<file path="src/hw/rtl/tcp_segment_reorder_queue_unit_assert.svh">
// ---------------------------------------------------------------------------
// Assertion macros for the segment reorder queue
// Checks are sampled on clk and are off while rst_n is low.
// ---------------------------------------------------------------------------
`ifndef TCP_SEGMENT_REORDER_QUEUE_UNIT_ASSERT_SVH
`define TCP_SEGMENT_REORDER_QUEUE_UNIT_ASSERT_SVH

// Antecedent implies consequent in the same cycle
`define SRQ_ASSERT_IMPL(lbl, ante, cons, msg) \
  lbl: assert property (@(posedge clk) disable iff (!rst_n) (ante) |-> (cons)) else $error(msg);

// Antecedent implies consequent in the next cycle
`define SRQ_ASSERT_NEXT(lbl, ante, cons, msg) \
  lbl: assert property (@(posedge clk) disable iff (!rst_n) (ante) |=> (cons)) else $error(msg);

`endif

</file>
<file path="src/hw/rtl/srq_pkg.sv">
// ---------------------------------------------------------------------------
// srq_pkg
// Shared types, codes and sequence compare helpers for the reorder queue.
// ---------------------------------------------------------------------------
package srq_pkg;

  // Operation codes
  localparam logic [2:0] FN_INSERT  = 3'd0;
  localparam logic [2:0] FN_POP     = 3'd1;
  localparam logic [2:0] FN_PEEK    = 3'd2;
  localparam logic [2:0] FN_BAR_ADD = 3'd3;
  localparam logic [2:0] FN_BAR_REM = 3'd4;
  localparam logic [2:0] FN_CLEAR   = 3'd5;

  // Result status codes
  localparam logic [2:0] ST_OK    = 3'd0;
  localparam logic [2:0] ST_DROP  = 3'd1;
  localparam logic [2:0] ST_EMPTY = 3'd2;
  localparam logic [2:0] ST_BLOCK = 3'd3;
  localparam logic [2:0] ST_FULL  = 3'd4;
  localparam logic [2:0] ST_DONE  = 3'd5;

  // Result kinds selected by the controller
  localparam logic [3:0] RK_OK    = 4'd0;
  localparam logic [3:0] RK_DROP  = 4'd1;
  localparam logic [3:0] RK_REPL  = 4'd2;
  localparam logic [3:0] RK_EMPTY = 4'd3;
  localparam logic [3:0] RK_BLOCK = 4'd4;
  localparam logic [3:0] RK_FULL  = 4'd5;
  localparam logic [3:0] RK_DONE  = 4'd6;
  localparam logic [3:0] RK_TAG   = 4'd7;
  localparam logic [3:0] RK_BAR   = 4'd8;

  // Read address selects
  localparam logic [2:0] RD_SCAN  = 3'd0;
  localparam logic [2:0] RD_NEXT  = 3'd1;
  localparam logic [2:0] RD_HEAD  = 3'd2;
  localparam logic [2:0] RD_SHIFT = 3'd3;
  localparam logic [2:0] RD_CLOSE = 3'd4;

  // Write selects
  localparam logic [1:0] WR_NEW   = 2'd0;
  localparam logic [1:0] WR_SHIFT = 2'd1;
  localparam logic [1:0] WR_CLOSE = 2'd2;
  localparam logic [1:0] WR_BAR   = 2'd3;

  // Insert decisions
  localparam logic [1:0] ACT_INS  = 2'd0;
  localparam logic [1:0] ACT_REPL = 2'd1;
  localparam logic [1:0] ACT_DROP = 2'd2;

  typedef struct packed {
    logic [31:0] st;
    logic [31:0] en;
    logic [15:0] tag;
    logic [7:0]  bar;
  } entry_t;

  typedef struct packed {
    logic       load_in;
    logic       rd_en;
    logic [2:0] rd_sel;
    logic       scan_step;
    logic       cap_head;
    logic       wr_en;
    logic [1:0] wr_sel;
    logic       k_shift;
    logic       k_one;
    logic       k_dec;
    logic       k_inc;
    logic       cnt_inc;
    logic       cnt_dec;
    logic       cnt_clr;
    logic       res_load;
    logic [3:0] res_kind;
  } cmd_t;

  typedef struct packed {
    logic [2:0] func;
    logic       empty;
    logic       full;
    logic       brk;
    logic       idx_zero;
    logic [1:0] action;
    logic       pos_eq_cnt;
    logic       km1_eq_pos;
    logic       k_eq_cnt;
    logic       head_bar_zero;
    logic       out_free;
  } sts_t;

  // a before b, modulo 2^32
  function automatic logic seq_before(input logic [31:0] a, input logic [31:0] b);
    logic [31:0] d;
    d = a - b;
    return d[31];
  endfunction

  // lo <= x <= hi, modulo 2^32
  function automatic logic seq_within(input logic [31:0] x, input logic [31:0] lo,
                                      input logic [31:0] hi);
    logic [31:0] span;
    logic [31:0] off;
    span = hi - lo;
    off  = x - lo;
    return span >= off;
  endfunction

endpackage

</file>
<file path="src/hw/rtl/srq_ctrl.sv">
// ---------------------------------------------------------------------------
// srq_ctrl
// Sequencer for insert scan, table shifts, head access and result hand-off.
// ---------------------------------------------------------------------------
module srq_ctrl
  import srq_pkg::*;
(
  input  logic clk,
  input  logic rst_n,
  input  logic in_fire,
  output logic in_rdy,
  input  sts_t sts,
  output cmd_t cmd
);

  localparam logic [3:0] S_IDLE   = 4'd0;
  localparam logic [3:0] S_DEC    = 4'd1;
  localparam logic [3:0] S_SCAN   = 4'd2;
  localparam logic [3:0] S_DECIDE = 4'd3;
  localparam logic [3:0] S_SH_RD  = 4'd4;
  localparam logic [3:0] S_SH_WR  = 4'd5;
  localparam logic [3:0] S_WNEW   = 4'd6;
  localparam logic [3:0] S_HEAD   = 4'd7;
  localparam logic [3:0] S_CL_CHK = 4'd8;
  localparam logic [3:0] S_CL_WR  = 4'd9;
  localparam logic [3:0] S_DONE   = 4'd10;

  logic [3:0] state_r, state_nxt;
  logic [3:0] rk_r, rk_nxt;

  assign in_rdy = (state_r == S_IDLE);

  // Next state and datapath commands
  always_comb begin
    state_nxt = state_r;
    rk_nxt    = rk_r;
    cmd       = '0;
    unique case (state_r)
      S_IDLE: begin
        if (in_fire) begin
          cmd.load_in = 1'b1;
          state_nxt   = S_DEC;
        end
      end
      S_DEC: begin
        unique case (sts.func)
          FN_INSERT: begin
            if (sts.full) begin
              rk_nxt    = RK_FULL;
              state_nxt = S_DONE;
            end else if (sts.empty) begin
              state_nxt = S_WNEW;
            end else begin
              cmd.rd_en  = 1'b1;
              cmd.rd_sel = RD_SCAN;
              state_nxt  = S_SCAN;
            end
          end
          FN_POP, FN_PEEK, FN_BAR_ADD, FN_BAR_REM: begin
            if (sts.empty) begin
              rk_nxt    = RK_EMPTY;
              state_nxt = S_DONE;
            end else begin
              cmd.rd_en  = 1'b1;
              cmd.rd_sel = RD_HEAD;
              state_nxt  = S_HEAD;
            end
          end
          FN_CLEAR: begin
            cmd.cnt_clr = 1'b1;
            rk_nxt      = RK_DONE;
            state_nxt   = S_DONE;
          end
          default: begin
            rk_nxt    = RK_DONE;
            state_nxt = S_DONE;
          end
        endcase
      end
      S_SCAN: begin
        if (sts.brk) begin
          state_nxt = S_DECIDE;
        end else begin
          cmd.scan_step = 1'b1;
          if (sts.idx_zero) begin
            state_nxt = S_DECIDE;
          end else begin
            cmd.rd_en  = 1'b1;
            cmd.rd_sel = RD_NEXT;
          end
        end
      end
      S_DECIDE: begin
        unique case (sts.action)
          ACT_DROP: begin
            rk_nxt    = RK_DROP;
            state_nxt = S_DONE;
          end
          ACT_REPL: begin
            cmd.wr_en  = 1'b1;
            cmd.wr_sel = WR_NEW;
            rk_nxt     = RK_REPL;
            state_nxt  = S_DONE;
          end
          default: begin
            cmd.k_shift = 1'b1;
            state_nxt   = sts.pos_eq_cnt ? S_WNEW : S_SH_RD;
          end
        endcase
      end
      S_SH_RD: begin
        cmd.rd_en  = 1'b1;
        cmd.rd_sel = RD_SHIFT;
        state_nxt  = S_SH_WR;
      end
      S_SH_WR: begin
        cmd.wr_en  = 1'b1;
        cmd.wr_sel = WR_SHIFT;
        cmd.k_dec  = 1'b1;
        state_nxt  = sts.km1_eq_pos ? S_WNEW : S_SH_RD;
      end
      S_WNEW: begin
        cmd.wr_en   = 1'b1;
        cmd.wr_sel  = WR_NEW;
        cmd.cnt_inc = 1'b1;
        rk_nxt      = RK_OK;
        state_nxt   = S_DONE;
      end
      S_HEAD: begin
        if (sts.func == FN_BAR_ADD || sts.func == FN_BAR_REM) begin
          cmd.wr_en  = 1'b1;
          cmd.wr_sel = WR_BAR;
          rk_nxt     = RK_BAR;
          state_nxt  = S_DONE;
        end else if (!sts.head_bar_zero) begin
          rk_nxt    = RK_BLOCK;
          state_nxt = S_DONE;
        end else begin
          cmd.cap_head = 1'b1;
          rk_nxt       = RK_TAG;
          if (sts.func == FN_POP) begin
            cmd.k_one = 1'b1;
            state_nxt = S_CL_CHK;
          end else begin
            state_nxt = S_DONE;
          end
        end
      end
      S_CL_CHK: begin
        if (sts.k_eq_cnt) begin
          cmd.cnt_dec = 1'b1;
          state_nxt   = S_DONE;
        end else begin
          cmd.rd_en  = 1'b1;
          cmd.rd_sel = RD_CLOSE;
          state_nxt  = S_CL_WR;
        end
      end
      S_CL_WR: begin
        cmd.wr_en  = 1'b1;
        cmd.wr_sel = WR_CLOSE;
        cmd.k_inc  = 1'b1;
        state_nxt  = S_CL_CHK;
      end
      S_DONE: begin
        cmd.res_kind = rk_r;
        if (sts.out_free) begin
          cmd.res_load = 1'b1;
          state_nxt    = S_IDLE;
        end
      end
      default: state_nxt = S_IDLE;
    endcase
  end

  // State registers
  always_ff @(posedge clk) begin
    if (!rst_n) begin
      state_r <= S_IDLE;
      rk_r    <= RK_DONE;
    end else begin
      state_r <= state_nxt;
      rk_r    <= rk_nxt;
    end
  end

endmodule

</file>
<file path="src/hw/rtl/srq_dp.sv">
// ---------------------------------------------------------------------------
// srq_dp
// Entry memory, scan and shift counters, insert decision and result register.
// ---------------------------------------------------------------------------
module srq_dp
  import srq_pkg::*;
#(
  parameter int CAPACITY = 16
) (
  input  logic        clk,
  input  logic        rst_n,
  input  cmd_t        cmd,
  output sts_t        sts,
  input  logic [2:0]  in_func,
  input  logic [31:0] in_start,
  input  logic [31:0] in_end,
  input  logic [15:0] in_tag,
  input  logic        out_rdy,
  output logic        out_vld,
  output logic [49:0] out_fields
);

  localparam int IDX_W = (CAPACITY > 1) ? $clog2(CAPACITY) : 1;
  localparam int CNT_W = $clog2(CAPACITY + 1);

  entry_t mem [CAPACITY];
  entry_t rd_q;

  logic [2:0]       func_r;
  logic [31:0]      s_r, e_r;
  logic [15:0]      t_r;
  logic [CNT_W-1:0] cnt_r;
  logic [IDX_W-1:0] idx_r;
  logic             ineg_r, pvalid_r;
  entry_t           p_r;
  logic [CNT_W-1:0] k_r;
  logic [7:0]       bar_r;
  logic             out_vld_r;
  logic [49:0]      out_r;

  logic [CNT_W-1:0] k_m1;
  logic [IDX_W-1:0] pos;
  logic [IDX_W-1:0] rd_addr, wr_addr;
  entry_t           wr_data;
  logic [7:0]       bar_new;
  logic [1:0]       action;
  logic [2:0]       r_status;
  logic [15:0]      r_otag, r_ftag;
  logic             r_ov, r_fv;
  logic [7:0]       r_bar;

  assign k_m1 = k_r - CNT_W'(1);
  assign pos  = ineg_r ? '0 : idx_r + IDX_W'(1);

  // Read address select
  always_comb begin
    unique case (cmd.rd_sel)
      RD_SCAN:  rd_addr = idx_r;
      RD_NEXT:  rd_addr = idx_r - IDX_W'(1);
      RD_SHIFT: rd_addr = k_m1[IDX_W-1:0];
      RD_CLOSE: rd_addr = k_r[IDX_W-1:0];
      default:  rd_addr = '0;
    endcase
  end

  // Head barrier update, saturating both ways
  always_comb begin
    if (func_r == FN_BAR_ADD) begin
      bar_new = (rd_q.bar == 8'hFF) ? rd_q.bar : rd_q.bar + 8'd1;
    end else begin
      bar_new = (rd_q.bar == 8'h00) ? rd_q.bar : rd_q.bar - 8'd1;
    end
  end

  // Write address and data select
  always_comb begin
    wr_data = rd_q;
    unique case (cmd.wr_sel)
      WR_NEW: begin
        wr_addr = pos;
        wr_data = '{st: s_r, en: e_r, tag: t_r, bar: 8'd0};
      end
      WR_SHIFT: wr_addr = k_r[IDX_W-1:0];
      WR_CLOSE: wr_addr = k_m1[IDX_W-1:0];
      default: begin
        wr_addr     = '0;
        wr_data.bar = bar_new;
      end
    endcase
  end

  // Entry memory with registered read
  always_ff @(posedge clk) begin
    if (cmd.wr_en) begin
      mem[wr_addr] <= wr_data;
    end
    if (cmd.rd_en) begin
      rd_q <= mem[rd_addr];
    end
  end

  // Insert decision from the found entry (rd_q) and the one after it (p_r)
  always_comb begin
    if (!pvalid_r) begin
      action = ACT_INS;
    end else if (ineg_r) begin
      action = seq_before(p_r.en, e_r) ? ACT_REPL : ACT_INS;
    end else if (!seq_before(rd_q.en, p_r.st)) begin
      action = (seq_within(s_r, p_r.st, rd_q.en) && seq_before(p_r.en, e_r))
               ? ACT_REPL : ACT_DROP;
    end else if (!seq_before(rd_q.en, e_r)) begin
      action = ACT_DROP;
    end else if (!seq_before(s_r, p_r.st) && !seq_before(p_r.en, e_r)) begin
      action = ACT_DROP;
    end else begin
      action = seq_before(p_r.en, e_r) ? ACT_REPL : ACT_INS;
    end
  end

  // Status to the controller
  always_comb begin
    sts.func          = func_r;
    sts.empty         = (cnt_r == '0);
    sts.full          = (cnt_r == CNT_W'(CAPACITY));
    sts.brk           = !seq_before(s_r, rd_q.en);
    sts.idx_zero      = (idx_r == '0);
    sts.action        = action;
    sts.pos_eq_cnt    = (CNT_W'(pos) == cnt_r);
    sts.km1_eq_pos    = (k_m1 == CNT_W'(pos));
    sts.k_eq_cnt      = (k_r == cnt_r);
    sts.head_bar_zero = (rd_q.bar == 8'd0);
    sts.out_free      = !out_vld_r || out_rdy;
  end

  // Operation registers, scan index and counters
  always_ff @(posedge clk) begin
    if (cmd.load_in) begin
      func_r   <= in_func;
      s_r      <= in_start;
      e_r      <= in_end;
      t_r      <= in_tag;
      idx_r    <= IDX_W'(cnt_r - CNT_W'(1));
      ineg_r   <= (cnt_r == '0);
      pvalid_r <= 1'b0;
    end else if (cmd.scan_step) begin
      p_r      <= rd_q;
      pvalid_r <= 1'b1;
      if (idx_r == '0) begin
        ineg_r <= 1'b1;
      end else begin
        idx_r <= idx_r - IDX_W'(1);
      end
    end else if (cmd.cap_head) begin
      p_r <= rd_q;
    end
    if (cmd.wr_en && cmd.wr_sel == WR_BAR) begin
      bar_r <= bar_new;
    end
    priority if (cmd.k_shift) begin
      k_r <= cnt_r;
    end else if (cmd.k_one) begin
      k_r <= CNT_W'(1);
    end else if (cmd.k_dec) begin
      k_r <= k_m1;
    end else if (cmd.k_inc) begin
      k_r <= k_r + CNT_W'(1);
    end
  end

  // Entry count
  always_ff @(posedge clk) begin
    if (!rst_n) begin
      cnt_r <= '0;
    end else if (cmd.cnt_clr) begin
      cnt_r <= '0;
    end else if (cmd.cnt_inc) begin
      cnt_r <= cnt_r + CNT_W'(1);
    end else if (cmd.cnt_dec) begin
      cnt_r <= cnt_r - CNT_W'(1);
    end
  end

  // Result fields by kind
  always_comb begin
    r_status = ST_OK;
    r_otag   = '0;
    r_ov     = 1'b0;
    r_ftag   = '0;
    r_fv     = 1'b0;
    r_bar    = '0;
    unique case (cmd.res_kind)
      RK_OK:    r_status = ST_OK;
      RK_DROP: begin
        r_status = ST_DROP;
        r_ftag   = t_r;
        r_fv     = 1'b1;
      end
      RK_REPL: begin
        r_ftag = p_r.tag;
        r_fv   = 1'b1;
      end
      RK_EMPTY: r_status = ST_EMPTY;
      RK_BLOCK: r_status = ST_BLOCK;
      RK_FULL:  r_status = ST_FULL;
      RK_TAG: begin
        r_otag = p_r.tag;
        r_ov   = 1'b1;
      end
      RK_BAR:   r_bar = bar_r;
      default:  r_status = ST_DONE;
    endcase
  end

  // Output register: hold until transfer
  always_ff @(posedge clk) begin
    if (!rst_n) begin
      out_vld_r <= 1'b0;
    end else if (cmd.res_load) begin
      out_vld_r <= 1'b1;
    end else if (out_rdy) begin
      out_vld_r <= 1'b0;
    end
    if (cmd.res_load) begin
      out_r <= {5'(cnt_r), r_bar, r_fv, r_ftag, r_ov, r_otag, r_status};
    end
  end

  assign out_vld    = out_vld_r;
  assign out_fields = out_r;

endmodule

</file>
<file path="src/hw/rtl/tcp_segment_reorder_queue_unit.sv">
// ---------------------------------------------------------------------------
// tcp_segment_reorder_queue_unit
// Sorted out-of-order segment table with insert, pop, peek, barrier, clear.
// ---------------------------------------------------------------------------
// Insert scans the held entries from the tail, then shifts those after the insert
//   position up one; pop shifts the remaining entries down one.
// One item at a time; the entry memory, used for one read or one write of an entry
//   per cycle, sets the insert and pop cost.
// The next item is taken while a result waits in the output register.
// Reset (rst_n low, synchronous) empties the table; no clearing pass.
// ---------------------------------------------------------------------------
module tcp_segment_reorder_queue_unit
  import srq_pkg::*;
#(
  parameter int CAPACITY = 16
) (
  input  logic        clk,
  input  logic        rst_n,
  input  logic        in_tvalid,
  output logic        in_tready,
  input  logic [79:0] in_tdata,   // seg_start, seg_end, seg_tag
  input  logic [2:0]  in_tuser,   // func
  output logic        out_tvalid,
  input  logic        out_tready,
  // status, out_tag, out_tag_valid, freed_tag, freed_valid, barrier_value,
  // entry_count, zero pad
  output logic [55:0] out_tdata
);

  `include "tcp_segment_reorder_queue_unit_assert.svh"

  cmd_t        cmd;
  sts_t        sts;
  logic        in_fire;
  logic [49:0] res;

  assign in_fire = in_tvalid && in_tready;

  srq_ctrl u_ctrl (
    .clk    (clk),
    .rst_n  (rst_n),
    .in_fire(in_fire),
    .in_rdy (in_tready),
    .sts    (sts),
    .cmd    (cmd)
  );

  srq_dp #(.CAPACITY(CAPACITY)) u_dp (
    .clk       (clk),
    .rst_n     (rst_n),
    .cmd       (cmd),
    .sts       (sts),
    .in_func   (in_tuser),
    .in_start  (in_tdata[31:0]),
    .in_end    (in_tdata[63:32]),
    .in_tag    (in_tdata[79:64]),
    .out_rdy   (out_tready),
    .out_vld   (out_tvalid),
    .out_fields(res)
  );

  assign out_tdata = {6'd0, res};

  // Checks
  `SRQ_ASSERT_NEXT(a_one_at_a_time, in_fire, !in_tready, "input taken while busy")
  `SRQ_ASSERT_IMPL(a_empty_count, out_tvalid && res[2:0] == ST_EMPTY, res[49:45] == 5'd0,
                   "empty status with nonzero count")
  `SRQ_ASSERT_IMPL(a_tag_ok, out_tvalid && res[19], res[2:0] == ST_OK,
                   "tag reported with non-ok status")

endmodule

</file>
<file path="config.mk">
export PLATFORM = sky130hd
export DESIGN_NAME = tcp_segment_reorder_queue_unit
export DESIGN_NICKNAME = d
export VERILOG_FILES = /design/src/hw/rtl/srq_pkg.sv /design/src/hw/rtl/srq_ctrl.sv /design/src/hw/rtl/srq_dp.sv /design/src/hw/rtl/tcp_segment_reorder_queue_unit.sv
export VERILOG_INCLUDE_DIRS = /design/src /design/src/hw/rtl
export SDC_FILE = /design/constraint.sdc
export NUM_CORES = 2
export LEC_CHECK = 0
export BUFFER_PORTS_ARGS = -buffer_cell sky130_fd_sc_hd__buf_2
export CAP_MARGIN = 30
export CORE_ASPECT_RATIO = 1.75
export CORE_MARGIN = 1
export CORE_UTILIZATION = 45
export CTS_CLUSTER_SIZE = 12
export DETAILED_ROUTE_END_ITERATION = 10
export HOLD_SLACK_MARGIN = 0.03
export SLEW_MARGIN = 20
export SYNTH_ARGS = -nofsm -noshare
export SYNTH_HDL_FRONTEND = slang
export SYNTH_HIERARCHICAL = 1
export SYNTH_SLANG_ARGS = --single-unit
</file>
<file path="constraint.sdc">
create_clock -name clk -period 11.4 [get_ports clk]
set_input_delay 1.14 -clock clk [delete_from_list [all_inputs] [get_ports clk]]
set_output_delay 1.14 -clock clk [all_outputs]
set_load 0.1 [all_outputs]
</file>
== Word level (Yosys, flattened, before mapping) ==
Memories as Yosys holds them, arrays and structs flattened. A register that Yosys moved wholly into a read port is not among the register bits.
Index checks and enable logic that the tools add are counted.

* Logic and storage cells: 205
* Memories: 1
* Output and inout bits: 58
* Register bits: 246
* Input bits: 87
* Bits in writable memories: 1408

* Bitwise operators: 2
* Multiplexer cells: 92
* Magnitude comparators: 1
* Reduce and logical (&&, ||, !) cells: 35
* Equal/unequal tests: 42
* $add $sub $neg: 13

{| class="wikitable"
|+ Memories
! memory !! depth !! width !! read ports !! clocked after memory_dff !! wr ports !! RTL line !! source
|-
| u_dp.mem || 16 || 88 || 1 || 1 || 1 || srq_dp.sv:26 || <nowiki>entry_t mem [CAPACITY];</nowiki>
|}

{| class="wikitable"
|+ Operators with widths
! cell !! number
|-
| 88-bit two-way mux || 2
|-
| 32-bit subtractor || 5
|-
| 4-bit two-way mux || 20
|-
| 80-bit two-way mux || 1
|-
| 4-bit case mux with 4 select lines || 3
|-
| 4-bit case mux with 11 select lines || 1
|-
| 5-bit two-way mux || 8
|-
| 32-bit greater-or-equal comparator || 1
|-
| 16-bit case mux with 2 select lines || 1
|-
| 4-bit case mux with 2 select lines || 4
|-
| 1-bit two-way mux || 30
|-
| 3-bit case mux with 5 select lines || 2
|-
| 4-bit by 3-bit == test with 1-bit output (second input constant) || 7
|-
| 2-bit two-way mux || 12
|-
| 8-bit two-way mux || 3
|-
| 4-bit by 2-bit == test with 1-bit output (second input constant) || 4
|-
| 4-bit == test (second input constant) || 4
|-
| 8-bit case mux with 2 select lines || 1
|-
| 4-bit zero test || 3
|-
| 3-bit inequality test (second input constant) || 4
|-
| 4-bit case mux with 3 select lines || 1
|-
| 5-bit by 1-bit adder with 5-bit output (second input constant) || 2
|-
| 2-bit nonzero test || 5
|-
| 5-bit by 1-bit subtractor with 5-bit output (second input constant) || 2
|-
| 32 further kinds || 59
|}

== Logic depth before layout (Yosys ltp) ==
* Word-level depth: 14
* Depth in mapped cells: 31
* Gate-level depth less buffers: 31

== By module ==
The synthesis kept the hierarchy.

{| class="wikitable"
|+ Modules (own cells, without submodules)
! module !! sequential area each (µm²) !! area an instance (µm²) !! times used !! cells each
|-
| srq_dp || 51999.9 || 73701.9 || 1 || 5709
|-
| srq_ctrl || 160.2 || 979.7 || 1 || 147
|-
| tcp_segment_reorder_queue_unit || 0.0 || 55.1 || 1 || 8
|}

== Worst setup path before layout ==
OpenSTA, ideal clock, no wires.

* Path type: reg2reg
* Start point: register u_dp.s_r[0]
* End point: memory u_dp/mem[2][0] (netlist name) (enable)
* Data required time: 10864 ps
* Path buffers: 0
* Arrival time: 8516 ps
* Setup time: 536 ps
* Setup slack: 2349 ps
* Cell stages (with the launch flop): 31
* Period minus slack after synthesis: 9051 ps
* Cell sequence: edfxtp_1 > inv_1 > ha_1 > inv_1 > fa_1 > a21oi_1 > o211ai_1 > nor3_2 > o21ai_1 > a211oi_1 > o211ai_1 > a21oi_1 > o21bai_1 > xnor2_1 > ha_1 > nand4_1 > nor2_1 > o21ai_0 > a21oi_1 > o221a_2 > nor2_1 > o31ai_1 > mux2i_1 > a21oi_1 > ha_1 > a21o_1 > a21oi_1 > o21ai_0 > nor2b_1 > nand3b_1 > nor2_1

{| class="wikitable"
|+ RTL lines
! element !! RTL line !! source
|-
| from (decl) || srq_dp.sv:30 || <nowiki>logic [31:0] s_r, e_r;</nowiki>
|-
| from (signal assigned) || srq_dp.sv:139 || <nowiki>s_r <= in_start;</nowiki>
|-
| to (decl) || srq_dp.sv:26 ||
|}

==> impl_metrics.ini <==
[finish]
design_area_sq_um = 83100
final_nets = 6251
drive_gt1_share_pct = 9.24
area_growth_pct = 11.2

[sta]
clock.fmax_mhz = 118
slew_headroom_pct = 32.9
worstMarginPinSlew_ns = 1.00
timing.final.ws_setup_ns = 2.93
period_share_pct = 74.3
final_max_slew_viol_count = 0
fin_crit_ns = 8.47
rsz0062_at_grt = no
fin_tns_setup_ns = 0
hold_violations = 0
setup_viol = 0
fin_hold_ws_ns = 0.439
skew_ns = 0.0481

[floorplan]
die_h_um = 541
dieArea_sq_um = 168000
initial_utilization_pct = 45.4
coreArea_sq_um = 165000
die_width_um = 310
core.rowCount = 197
num_io_pins = 145

[global_route]
grt_max_degree = 142
grtUsageMet2_pct = 42.9
antenna_found_initial = 6
grt_pass1_wl_mm = 298
overflow = 0
top_usage_layer = met2
grt.total_usage_pct = 23.7
met1_usage_pct = 29.5
grt_util_met3_pct = 2.25
grt_pass1_vias = 47600

[setup_path]
arrival_ns = 8.87
slowest_stage = a211oi_1
criticalPathCategory = flop to flop
startpoint_type = flop
cpPeakStageDelay_ns = 0.75
critPathRequiredTime_ns = 11.80
critPathBufInv = 5
worst_path_most_repeated_cell = a21oi_1
cp_max_fo = 32
crit_family = compound AO/OA/AOI/OAI gates
critPathCaptureType = flop

[clock_tree]
cts.clk_slew.worst_paths_ns = 0.06
ctsResizeCount = 0
post_cts_buffers = 0
numCtsBuffers = 177
cts_max_level = 4
tritoncts = yes
clk_latency_ns = 0.81
clockBufferDepth = 4
cts_root_buf = clkbuf_16
cts.sinks = 1742
hold_buffers = 0

[detailed_routing]
ant_nets = 0
wl_per_cell_um = 24.5
first_pass_iters = 5
drc = 0
drt-initial-drc-count = 4062
vias = 47700
routed_wl_mm = 201
post_drt_via_cell_ratio = 5.81

[synth]
ys_top_cells_by_area = edfxtp_1 (69%), nand2_1 (7.7%), ha_1 (3.4%)
synth_area_per_cell_sq_um = 12.7
synth.distinct_cells = 87
synth_seq_cells = 1742
yosys_warnings = 6
async_flop_share_pct = 0
ys_top_cells_by_count = edfxtp_1 (1727), nand2_1 (1537), nand3_1 (381)
synth_ff_type = edfxtp_1
yosysSeqAreaShare_pct = 69.8
synth_top_cell_area_share_pct = 69.4
syn_area_sq_um = 74700
yosysTopAreaCell = edfxtp_1
synth_cells = 5864
synth_edf_count = 1727
synth.most_common_cell = edfxtp_1

[place]
placed_area_sq_um = 78200
gp_congestion = 0.895
pre_cts_ws_ns = 2.92
dp_hpwl_mm = 114
port-buffer-count = 138

[power_and_ir_drop]
switchingPower_mw = 11.4
p_sw_share_pct = 42.9
comb_power_share_pct = 47.1
power_density_nw_per_um2 = 320
power_mw = 26.6
p_seq_share_pct = 33.3
ir_drop_mv = 0.339
p_int_mw = 15.2
clockPowerShare_pct = 19.6
p_leak_nw = 29.6

[min_path]
worstHoldPathType = flop to flop

[outcome]
outcome = finished clean

[flow_run]
cap_violations = 0
worst paths after layout:
check	start	endpoint	slack, ns	depth (start not counted)
worst max-delay path	u_dp/s_r[0]	u_dp/mem[10][62]	2.93	33
worst min-delay path	u_dp/rd_q[58]	u_dp/p_r[58]	0.44	0
worst max register to register	u_dp/s_r[0]	u_dp/mem[10][62]	2.93	33
worst min register to register	u_dp/rd_q[58]	u_dp/p_r[58]	0.44	0
cell usage in the layout (no fill, tap or decap), types with 6 or more instances in the layout:
cell type  instances
clkinv_1           6
nor4_1             7
nand4_1           25
nand3_1          381
nand2_1         1537
mux2i_1            8
o22ai_1            7
dfxtp_1           15
nor3_1            29
ha_1             200
clkbuf_16        177
buf_2            138
a21oi_1          200
a21o_1            63
nand3b_1           7
inv_1            145
and3_1           197
and2_1            33
a211oi_1           8
a311oi_1         268
clkbuf_1          32
a31oi_1          102
buf_12            27
mux2_2            51
nor2_1            94
o21bai_1           9
o21ai_1           14
o21a_1             9
nor2b_1           18
o21ai_0           97
conb_1             6
buf_4             93
edfxtp_1        1727
xor2_1            39
nor2_4            17
o211ai_1          10
nand2b_1          24
xnor2_1           51
a22o_1            21
power groups by stage:
stage / combinational, mW / clock [mW] / sequential [mW]
CTS: 12.5 / 5.30 / 8.86
finish: 12.5 / 5.20 / 8.86
global route: 13.7 / 5.50 / 8.89
floorplan: 8.52 / 0 / 8.78
global placement: 12.3 / 0 / 8.98
detailed placement: 12.5 / 0 / 8.99
state kept, by name, summed over array words and instances, names as in the netlist, 3 cells and up:
register         count
u_dp/mem          1408
u_dp/func_r          3
u_dp/s_r            32
u_dp/e_r            32
u_dp/idx_r           4
u_dp/cnt_r           5
u_dp/out_fields     50
u_dp/t_r            16
u_dp/rd_q           88
u_dp/p_r            80
u_ctrl/rk_r          4
u_dp/bar_r           8
u_ctrl/state_r       4
u_dp/k_r             5
kinds of logic (layout without fill, tap and decap cells):
| logic type | count (synthesis) | in the layout | synth area share (%) |
|---|---|---|---|
| muxes | 59 | 59 | 0.876 |
| adders and majority gates | 203 | 203 | 3.42 |
| buffers and inverters | 492 | 640 | 2.66 |
| xor gates and xnor gates | 91 | 91 | 1.08 |
| AOI/OAI and AO/OA | 871 | 871 | 8.14 |
| DFF | 1742 | 1742 | 69.8 |
| and+or+nand+nor | 2405 | 2405 | 14.0 |
| other | 1 | 7 | 0.00502 |
metrics by stage:
step / cells / utilization (%)
2_1_floorplan: 5869 / -
3_3_place_gp: 7964 / 47.5
3_5_place_dp: 7969 / 47.5
4_1_cts: 8204 / 50.5
5_1_grt: 8207 / 50.5
6_report: 8207 / 50.5
layer usage:
metal,vias to the layer above,share of wire (%)
met5,-,0
met4,0,3.1
met3,347,4.8
met2,1423,53
met1,24100,39
li1,21800,-
cell type report:
| class | count | area, sq um |
|---|---|---|
| clock buffers | 210 | 4560 |
| inverters | 145 | 544 |
| clock inverters | 25 | 299 |
| fillers | 14200 | 81500 |
| multi-input cells | 3635 | 20800 |
| repair buffers | 260 | 1980 |
| well taps | 2189 | 2740 |
| diodes | 1 | 2.50 |
| flip-flops and latches | 1742 | 52200 |
Power figures use the tool's default switching activity.
